**config.mk**
```make
export PLATFORM = sky130hd
export DESIGN_NAME = lbph_rsp_queue
export DESIGN_NICKNAME = d
export VERILOG_FILES = /design/src/rtl/lbp_histogram_3x3_assert.svh /design/src/rtl/lbph_pkg.sv /design/src/rtl/lbph_rsp_queue.sv
export SDC_FILE = /design/constraint.sdc
export NUM_CORES = 1
export LEC_CHECK = 0
export ABC_AREA = 1
export BUFFER_PORTS_ARGS = -buffer_cell sky130_fd_sc_hd__buf_4
export CORE_MARGIN = 2
export CORE_UTILIZATION = 40
export CTS_CLUSTER_SIZE = 30
export DETAILED_ROUTE_END_ITERATION = 16
export SLEW_MARGIN = 30
export SYNTH_ARGS = -nofsm -noshare
export SYNTH_HDL_FRONTEND = slang
export SYNTH_SLANG_ARGS = --single-unit
export TNS_END_PERCENT = 5
```
**constraint.sdc**
```tcl
create_clock -name clock -period 2.05 [get_ports clock]
set_clock_uncertainty 0.15 [all_clocks]
set_input_delay 0.41 -clock clock [delete_from_list [all_inputs] [get_ports clock]]
set_output_delay 0.41 -clock clock [all_outputs]
set_load 0.02 [all_outputs]
```
**src/rtl/lbp_histogram_3x3_assert.svh**
```systemverilog
// Assertion helpers shared by the histogram RTL.
// LBPH_ASSERT checks a property on every rising clock edge outside reset.
// LBPH_ASSERT_NEVER checks that an expression is never true outside reset.
`ifndef LBP_HISTOGRAM_3X3_ASSERT_SVH
`define LBP_HISTOGRAM_3X3_ASSERT_SVH
`ifndef SYNTH
`define LBPH_ASSERT(label, clk, rst, prop) \
   label: assert property (@(posedge clk) disable iff (rst) prop) \
      else $error("lbph assertion failed");
`define LBPH_ASSERT_NEVER(label, clk, rst, expr) \
   label: assert property (@(posedge clk) disable iff (rst) !(expr)) \
      else $error("lbph assertion failed");
`else
`define LBPH_ASSERT(label, clk, rst, prop)
`define LBPH_ASSERT_NEVER(label, clk, rst, expr)
`endif
`endif

```
**src/rtl/lbph_pkg.sv**
```systemverilog
`timescale 1ns / 1ps

package lbph_pkg;

   localparam int CFG_W     = 11;
   localparam int CSR_IDX_W = 2;
   localparam int PIX_W     = 8;
   localparam int NUM_BINS  = 256;
   localparam int BIN_W     = $clog2(NUM_BINS);
   localparam int CODE_W    = 8;
   localparam int COUNT_W   = 20;
   localparam int ROW_LIMIT = 1024;
   localparam int ROW_W     = $clog2(ROW_LIMIT);
   localparam int ROWS_W    = $clog2(ROW_LIMIT + 1);
   localparam int MIN_DIM   = 3;

   localparam logic [COUNT_W-1:0] COUNT_MAX = '1;
   localparam logic [CFG_W-1:0]   DIM_RESET = CFG_W'(1024);

   // Result queue between the counter stage and the output port.
   localparam int RSP_DEPTH = 4;
   localparam int RSP_PTR_W = $clog2(RSP_DEPTH);
   localparam int RSP_LVL_W = $clog2(RSP_DEPTH + 1);

   // Request kinds.
   localparam logic [1:0] REQ_PIXEL = 2'd0;
   localparam logic [1:0] REQ_READ  = 2'd1;
   localparam logic [1:0] REQ_CLEAR = 2'd2;

   // Configuration register indexes.
   localparam logic [CSR_IDX_W-1:0] CSR_IMAGE_COLS = CSR_IDX_W'(0);
   localparam logic [CSR_IDX_W-1:0] CSR_IMAGE_ROWS = CSR_IDX_W'(1);

   typedef struct packed {
      logic [1:0]       req_type;
      logic [PIX_W-1:0] pixel;
      logic [BIN_W-1:0] bin;
   } lbph_req_type;

   typedef struct packed {
      logic               code_valid;
      logic [CODE_W-1:0]  lbp_code;
      logic [COUNT_W-1:0] bin_count;
   } lbph_rsp_type;

   typedef struct packed {
      logic             restart;
      logic [CFG_W-1:0] image_cols;
      logic [CFG_W-1:0] image_rows;
   } lbph_cfg_type;

   // Window stage to counter stage.
   typedef struct packed {
      logic              valid;
      logic [1:0]        kind;
      logic              hit;
      logic [CODE_W-1:0] code;
      logic [BIN_W-1:0]  bin;
   } lbph_stage_type;

endpackage

```
**src/rtl/lbph_rsp_queue.sv**
```systemverilog
`timescale 1ns / 1ps

module lbph_rsp_queue (
   input  logic                           clock,
   input  logic                           reset,
   input  logic                           push,
   input  lbph_pkg::lbph_rsp_type         push_data,
   output logic                           rsp_valid,
   input  logic                           rsp_ready,
   output lbph_pkg::lbph_rsp_type         rsp_data,
   output logic [lbph_pkg::RSP_LVL_W-1:0] level
);
   import lbph_pkg::*;

   lbph_rsp_type         entries_ff [RSP_DEPTH];
   logic [RSP_PTR_W-1:0] wr_ptr_ff, rd_ptr_ff;
   logic [RSP_LVL_W-1:0] level_ff, level_in;
   logic                 pop;

   assign rsp_valid = (level_ff != '0);
   assign rsp_data  = entries_ff[rd_ptr_ff];
   assign pop       = rsp_valid && rsp_ready;
   assign level     = level_ff;

   always_comb begin
      case ({push, pop})
         2'b10:   level_in = level_ff + RSP_LVL_W'(1);
         2'b01:   level_in = level_ff - RSP_LVL_W'(1);
         default: level_in = level_ff;
      endcase
   end

   always_ff @(posedge clock) begin
      if (reset) begin
         wr_ptr_ff <= '0;
         rd_ptr_ff <= '0;
         level_ff  <= '0;
      end else begin
         level_ff <= level_in;
         if (push) begin
            wr_ptr_ff <= wr_ptr_ff + RSP_PTR_W'(1);
         end
         if (pop) begin
            rd_ptr_ff <= rd_ptr_ff + RSP_PTR_W'(1);
         end
      end
   end

   always_ff @(posedge clock) begin
      if (push) begin
         entries_ff[wr_ptr_ff] <= push_data;
      end
   end

endmodule

```
==> results of run 1 <==
-- layout make-up --
type / count / area [µm²] / area share, %
flip-flops and latches: 125 / 3670 / 54.5
multi-input cells: 184 / 1320 / 19.6
repair buffers: 85 / 851 / 12.6
clock buffers: 23 / 448 / 6.65
well taps: 172 / 215 / 3.19
clock inverters: 9 / 143 / 2.12
inverters: 19 / 91.3 / 1.36
-- sequential cells by signal, indices dropped and copies added (netlist names), named ones only --
register,cells
rd_ptr_ff,2
entries_ff,116
level,3
wr_ptr_ff,2
-- where the power goes --
part | leakage, µW | internal, µW | switching, µW
Clock | 0.000288 | 2020 | 991
Sequential | 0.00114 | 2940 | 73.5
Combinational | 0.00103 | 861 | 1150
-- routing by layer --
layer  routed length (µm)  share of wire (%)  global-route usage, %
met1                 4530                 43                   19.2
met2                 5280                 50                   27.0
met5                    0                  0                      0
met3                  452                4.3                   4.93
met4                  193                1.8                   7.22
-- cells in the final DEF (no fill, tap or decap) --
| master | n |
|---|---|
| o21ai_0 | 31 |
| inv_2 | 3 |
| fa_1 | 1 |
| clkinv_8 | 1 |
| o21ai_2 | 22 |
| inv_8 | 1 |
| bufinv_16 | 4 |
| ha_1 | 5 |
| buf_16 | 4 |
| inv_1 | 14 |
| a21oi_1 | 5 |
| buf_4 | 67 |
| nor2_2 | 8 |
| clkinv_1 | 2 |
| o22ai_1 | 7 |
| o22ai_2 | 22 |
| clkinv_2 | 3 |
| clkbuf_1 | 6 |
| dfxtp_1 | 6 |
| nand3_1 | 3 |
| nor2_4 | 21 |
| buf_6 | 6 |
| o21ai_4 | 1 |
| nand2_1 | 15 |
| dfxtp_2 | 1 |
| o21ai_1 | 8 |
| clkbuf_16 | 19 |
| buf_12 | 6 |
| edfxtp_1 | 116 |
| nor2_1 | 35 |
| dfxtp_4 | 2 |
-- metrics by stage --
stage / util (%) / std cells / hold slack [ns] / TNS [ns] / worst slack (ns)
after floorplan: - / 346 / 0.309 / 0 / 0.0111
after global placement: 46.5 / 580 / 0.366 / 0 / 0.230
after detailed placement: 46.5 / 580 / 0.359 / 0 / 0.141
after CTS: 52.8 / 615 / 0.0130 / -0.992 / -0.0547
after global routing: 53.8 / 617 / 0.0206 / -2.06 / -0.0952
final: 53.8 / 617 / 0.0245 / -0.406 / -0.0445
-- worst max-delay path, stage by stage (launching register included) --
cell	delay, ns
dfxtp_4	0.42
clkinv_8	0.12
buf_16	0.19
o21ai_1	0.15
o22ai_2	0.08
buf_4	0.16
-- how the worst max path moves through the flow --
stage                    from           to  slack [ns]  depth (start not counted)
detailed placement   level[1]     level[2]        0.14                         11
CTS                 flip-flop  rsp_data[1]       -0.05                          5
floorplan            level[1]     level[2]        0.01                         13
finish              flip-flop  rsp_data[3]       -0.04                          5
global placement     level[1]     level[2]        0.23                         13
global route        flip-flop  rsp_data[1]        -0.1                          5
-- cells by family after synthesis --
family	Yosys count	synth area share, %
DFF	125	72.2
AOI/OAI and AO/OA	96	12.6
buffers and inverters	37	4.02
and+or+nand+nor	82	9.54
adders and majority gates	6	1.63
-- repair_timing --
item,4_1_cts,5_1_grt
endpoints found under the hold margin,0,0
resized for setup,56,23
pin swaps,2,2
endpoints found under the setup margin,29,30
gates cloned,3,2
==> flow_summary.json, run 1 <==
{
  "crit_path_end_kind": "primary output",
  "htreeDepth": 4,
  "clock-root-buffer": "clkbuf_16",
  "reg2reg_from": "level[1]",
  "r2r_setup_slack_ns": 0.18,
  "path_clk_slew_ns": 0.05,
  "netlist_instances": 346,
  "hpwl_um": 6100,
  "coreArea_mm2": 0.0125,
  "vias": 3015,
  "grt_pass1_wl_um": 15800,
  "rsz0062_at_grt": "true",
  "syn-num-nets": 385,
  "layout.nets": 471,
  "hold_depth": 2,
  "synth.ff_latch_count": 125,
  "areaGrowthSynthToFinish_pct": 32.8,
  "worst_slack_ns": -0.0445,
  "start_util_pct": 40.6,
  "synth_ff_type": "edfxtp_1",
  "cts_setup_buffers": 0,
  "cts.path.max_buffers": 2,
  "grt.overflow.total": 0,
  "critPathArrivalTime_ns": 1.53,
  "fin_crit_sh_pct": 102,
  "port_buffers": 65,
  "maxCapViolCount": 0,
  "crit_required_ns": 1.49,
  "synth_cell_types": 21,
  "ff2ff_path_depth": 13,
  "outcome": "finished with violations",
  "synth_edf_count": 116,
  "ys_seq_area_share_pct": 72.2,
  "pin_count": 66,
  "hp-class": "input port to flip-flop",
  "totalWireLength_um": 10500,
  "vdd_drop_max_uv": 477,
  "fmax_mhz": 477,
  "slew_headroom_pct": 75.6,
  "remaining_drc_errors": 0,
  "synth.most_common_cell": "edfxtp_1",
  "num_rows": 41,
  "syn_avg_cell_area_um2": 14.7,
  "grt_pass1_vias": 3057,
  "yosys-top-cells-area": "edfxtp_1 69%, o21ai_0 5.7%, o22ai_2 4.9%",
  "wl_per_cell_um": 16.9,
  "syn_area_mm2": 0.00508,
  "grt_usage_pct": 16.1,
  "power_uw": 8030,
  "hold_start": "reset",
  "async_flop_share_pct": 0,
  "placed_area_mm2": 0.00582,
  "synth_top_area_share_pct": 68.6,
  "clock_latency_ns": 0.41,
  "cp_max_fo": 14,
  "hold_violations": 0,
  "powerDensity_mw_per_mm2": 1190,
  "finalSetupViolations": 19,
  "path_class": "flip-flop to primary output",
  "viasPerCell": 4.89,
  "antenna_left": 0,
  "drive_above_1_share_pct": 42.9,
  "num-fill-cells": 1048,
  "violations": "negative setup slack",
  "synth_common_cells": "116 x edfxtp_1, 58 x o21ai_0, 35 x nor2_1, 20 x nor2_4, 20 x o22ai_2",
  "yosys_warnings": 0,
  "cts.sinks": 125,
  "place.gp.congestion": 0.726,
  "p_leak_uw": 0.00245,
  "cts_buffers": 17,
  "fin_area_mm2": 0.00674,
  "holdBufCountCts": 0,
  "dieArea_mm2": 0.0136,
  "die_w_um": 117,
  "cts_tree": "yes",
  "yosys.area.top_type": "edfxtp_1",
  "die_h_um": 117,
  "grt_max_degree": 27,
  "drv_slew": 0,
  "drtIter0Drc": 273,
  "first_pass_iters": 4,
  "cp-start-kind": "flip-flop",
  "antenna_found_initial": 0,
  "worst_pin_slew_ns": 0.366,
  "r2r_end": "level[2]",
  "insertedDiodeCount": 0,
  "min_period_ns": 2.09
}
No activity file was read; power rests on OpenSTA's default activity.
==> inputs of run 2 (changes only) <==
--- a/config.mk
+++ b/config.mk
@@ -5,12 +5,12 @@
 export SDC_FILE = /design/constraint.sdc
 export NUM_CORES = 1
 export LEC_CHECK = 0
-export ABC_AREA = 1
 export BUFFER_PORTS_ARGS = -buffer_cell sky130_fd_sc_hd__buf_4
 export CORE_MARGIN = 2
-export CORE_UTILIZATION = 40
+export CORE_UTILIZATION = 48
 export CTS_CLUSTER_SIZE = 30
 export DETAILED_ROUTE_END_ITERATION = 16
+export PLACE_DENSITY = 0.69
 export SLEW_MARGIN = 30
 export SYNTH_ARGS = -nofsm -noshare
 export SYNTH_HDL_FRONTEND = slang
==> run 2 against run 1 <==
  * The flow still finishes with violations (negative setup slack)
  * Final cell count decreased by 26%
  * Sequential share of layout area rose by 3.4 points
  * Hold slack improved by 0.035 ns
  * Global-route usage rose by 0.78 points
  * Count of clock-buffer cells in the layout is 3 lower
  * Final area is 5.7% lower
  * Largest cell class unchanged
  * Largest power group unchanged
  * Highest routed layer unchanged
==> flow_summary.json, run 2 <==
{
  "outcome": "finished with violations",
  "violations": "negative setup slack",
  "hp-class": "input port to flip-flop",
  "drive_above_1_share_pct": 42.6,
  "synth_common_cells": "116 x edfxtp_1, 28 x mux4_2, 9 x dfxtp_1, 8 x nor2_1, 6 x inv_1",
  "crit_required_ns": 1.49,
  "hold_start": "push",
  "dieArea_mm2": 0.0105,
  "grt_max_degree": 30,
  "slew_headroom_pct": 46.3,
  "cts.path.max_buffers": 2,
  "fin_crit_sh_pct": 113,
  "coreArea_mm2": 0.00928,
  "start_util_pct": 49.9,
  "syn-num-nets": 237,
  "syn_area_mm2": 0.00464,
  "grt_pass1_vias": 2408,
  "hpwl_um": 4430,
  "mostFrequentLayoutCells": "116 x edfxtp_1, 45 x buf_4, 30 x dlygate4sd3_1",
  "p_leak_uw": 0.00222,
  "htreeDepth": 4,
  "pin_count": 66,
  "async_flop_share_pct": 0,
  "powerDensity_mw_per_mm2": 1220,
  "cts_setup_buffers": 0,
  "fmax_mhz": 432,
  "maxCapViolCount": 0,
  "holdPathEnd": "wr_ptr_ff[1]",
  "netlist_instances": 198,
  "synth_cell_types": 22,
  "synth_ff_type": "edfxtp_1",
  "yosys-top-cells-area": "edfxtp_1 75%, mux4_2 14%, dfxtp_1 3.9%",
  "first_pass_iters": 4,
  "seq_area_mm2": 0.00368,
  "viasPerCell": 4.97,
  "reg2reg_from": "level[0]",
  "worst_slack_ns": -0.265,
  "areaGrowthSynthToFinish_pct": 37.1,
  "clock-root-buffer": "clkbuf_8",
  "drv_slew": 0,
  "path_class": "flip-flop to primary output",
  "drtIter0Drc": 73,
  "synth.most_common_cell": "edfxtp_1",
  "layout.nets": 352,
  "power_uw": 7770,
  "ff2ff_path_depth": 7,
  "num-fill-cells": 634,
  "crit_path_end_kind": "primary output",
  "r2r_setup_slack_ns": 0.07,
  "cp-start-kind": "flip-flop",
  "path_clk_slew_ns": 0.05,
  "grt_pass1_wl_um": 12400,
  "rsz0062_at_grt": "true",
  "wl_per_cell_um": 17.4,
  "multi_input_area_um2": 898,
  "vdd_drop_max_uv": 825,
  "largest_register_ffs": 116,
  "place.gp.congestion": 0.739,
  "die_h_um": 102,
  "yosys.area.top_type": "edfxtp_1",
  "grt.overflow.total": 0,
  "fin_area_mm2": 0.00635,
  "insertedDiodeCount": 0,
  "cp_max_fo": 13,
  "totalWireLength_um": 7930,
  "remaining_drc_errors": 0,
  "hold_violations": 0,
  "ys_seq_area_share_pct": 79.0,
  "cts_buffers": 17,
  "vias": 2261,
  "hold_depth": 3,
  "synth_edf_count": 116,
  "largest-register": "entries_ff",
  "die_w_um": 102,
  "yosys_warnings": 0,
  "placed_area_mm2": 0.00536,
  "finalSetupViolations": 29,
  "min_period_ns": 2.32,
  "num_rows": 35,
  "port_buffers": 65,
  "antenna_found_initial": 0,
  "r2r_end": "level[2]",
  "grt_usage_pct": 16.9,
  "layout_commonest_cell": "edfxtp_1",
  "clock_latency_ns": 0.50,
  "synth_top_area_share_pct": 75.1,
  "cts.sinks": 125,
  "cts_tree": "yes",
  "antenna_left": 0,
  "worst_pin_slew_ns": 0.805,
  "synth.ff_latch_count": 125,
  "critPathArrivalTime_ns": 1.76,
  "syn_avg_cell_area_um2": 23.4
}
[run 2: changes by cell type after synthesis, moves of 15 or more]
cell,before,now
nand2_1,15,0
o22ai_2,20,0
o21ai_0,58,1
nor2_1,35,8
nor2_4,20,0
mux4_2,0,28
[run 2: per-stage QoR]
step                      hold slack (ns)  std cells  utilization (%)  setup TNS (ns)  setup WS, ns
after floorplan                     0.335        198                -               0        0.0213
after global placement              0.356        393             57.7               0        0.0444
after detailed placement            0.382        393             57.7         -0.0197       -0.0197
after CTS                          0.0376        455             68.3           -7.75        -0.313
after global routing               0.0678        455             68.5           -8.65        -0.343
final                              0.0590        455             68.5           -6.59        -0.265
[run 2: timing repair]
| action | CTS | global route |
|---|---|---|
| gates resized for setup | 25 | 5 |
| cloned | 0 | 0 |
| hold endpoints to repair | 125 | 0 |
| endpoints found under the setup margin | 29 | 30 |
| hold buffers | 30 | 0 |
[run 2: cell families (layout without fill, tap and decap cells)]
logic type               Yosys count  count (layout)  synth area share, %
multiplexers                      30              30                 14.4
AO/OA/AOI/OAI                      5               5                0.702
buffers and inverters             13             141                 1.70
AND/OR/NAND/NOR                   14              14                 1.46
XOR/XNOR                           5               5                0.945
adder cells (fa/ha/maj)            6               6                 1.78
flip-flops                       125             125                 79.0
[run 2: how the worst max path moves through the flow]
stage,to,cells after the start
after floorplan,level[2],7
after global placement,level[2],8
after detailed placement,level[2],8
after CTS,rsp_data[1],3
after global routing,rsp_data[13],3
final,rsp_data[13],3
[run 2: cell type report]
cell class	instances	area share, %
flip-flops and latches	125	57.8
repair buffers	103	15.8
multi-input cells	60	14.1
clock buffers	20	6.69
clock inverters	12	2.68
well taps	129	2.54
inverters	6	0.354
[run 2: routing by layer]
layer | wire length [µm] | track usage [%] | vias to the layer above | part of all wire, %
met5 | 0 | 0 | - | 0
met4 | 85 | 6.46 | 0 | 1.1
met3 | 483 | 5.75 | 6 | 6.1
met2 | 3940 | 27.2 | 77 | 50
met1 | 3420 | 21.5 | 1133 | 43
li1 | - | - | 1045 | -
[run 2: worst max-delay path: stages (launching register included)]
cell and delay [ns]:
dfxtp_4 0.38, buf_12 0.17, mux4_2 0.54, buf_6 0.15
[run 2: power breakdown]
group / switching [µW] / internal [µW]
sequential: 85.6 / 2970
clock: 1000 / 1960
combinational: 810 / 932
total: 1900 / 5870
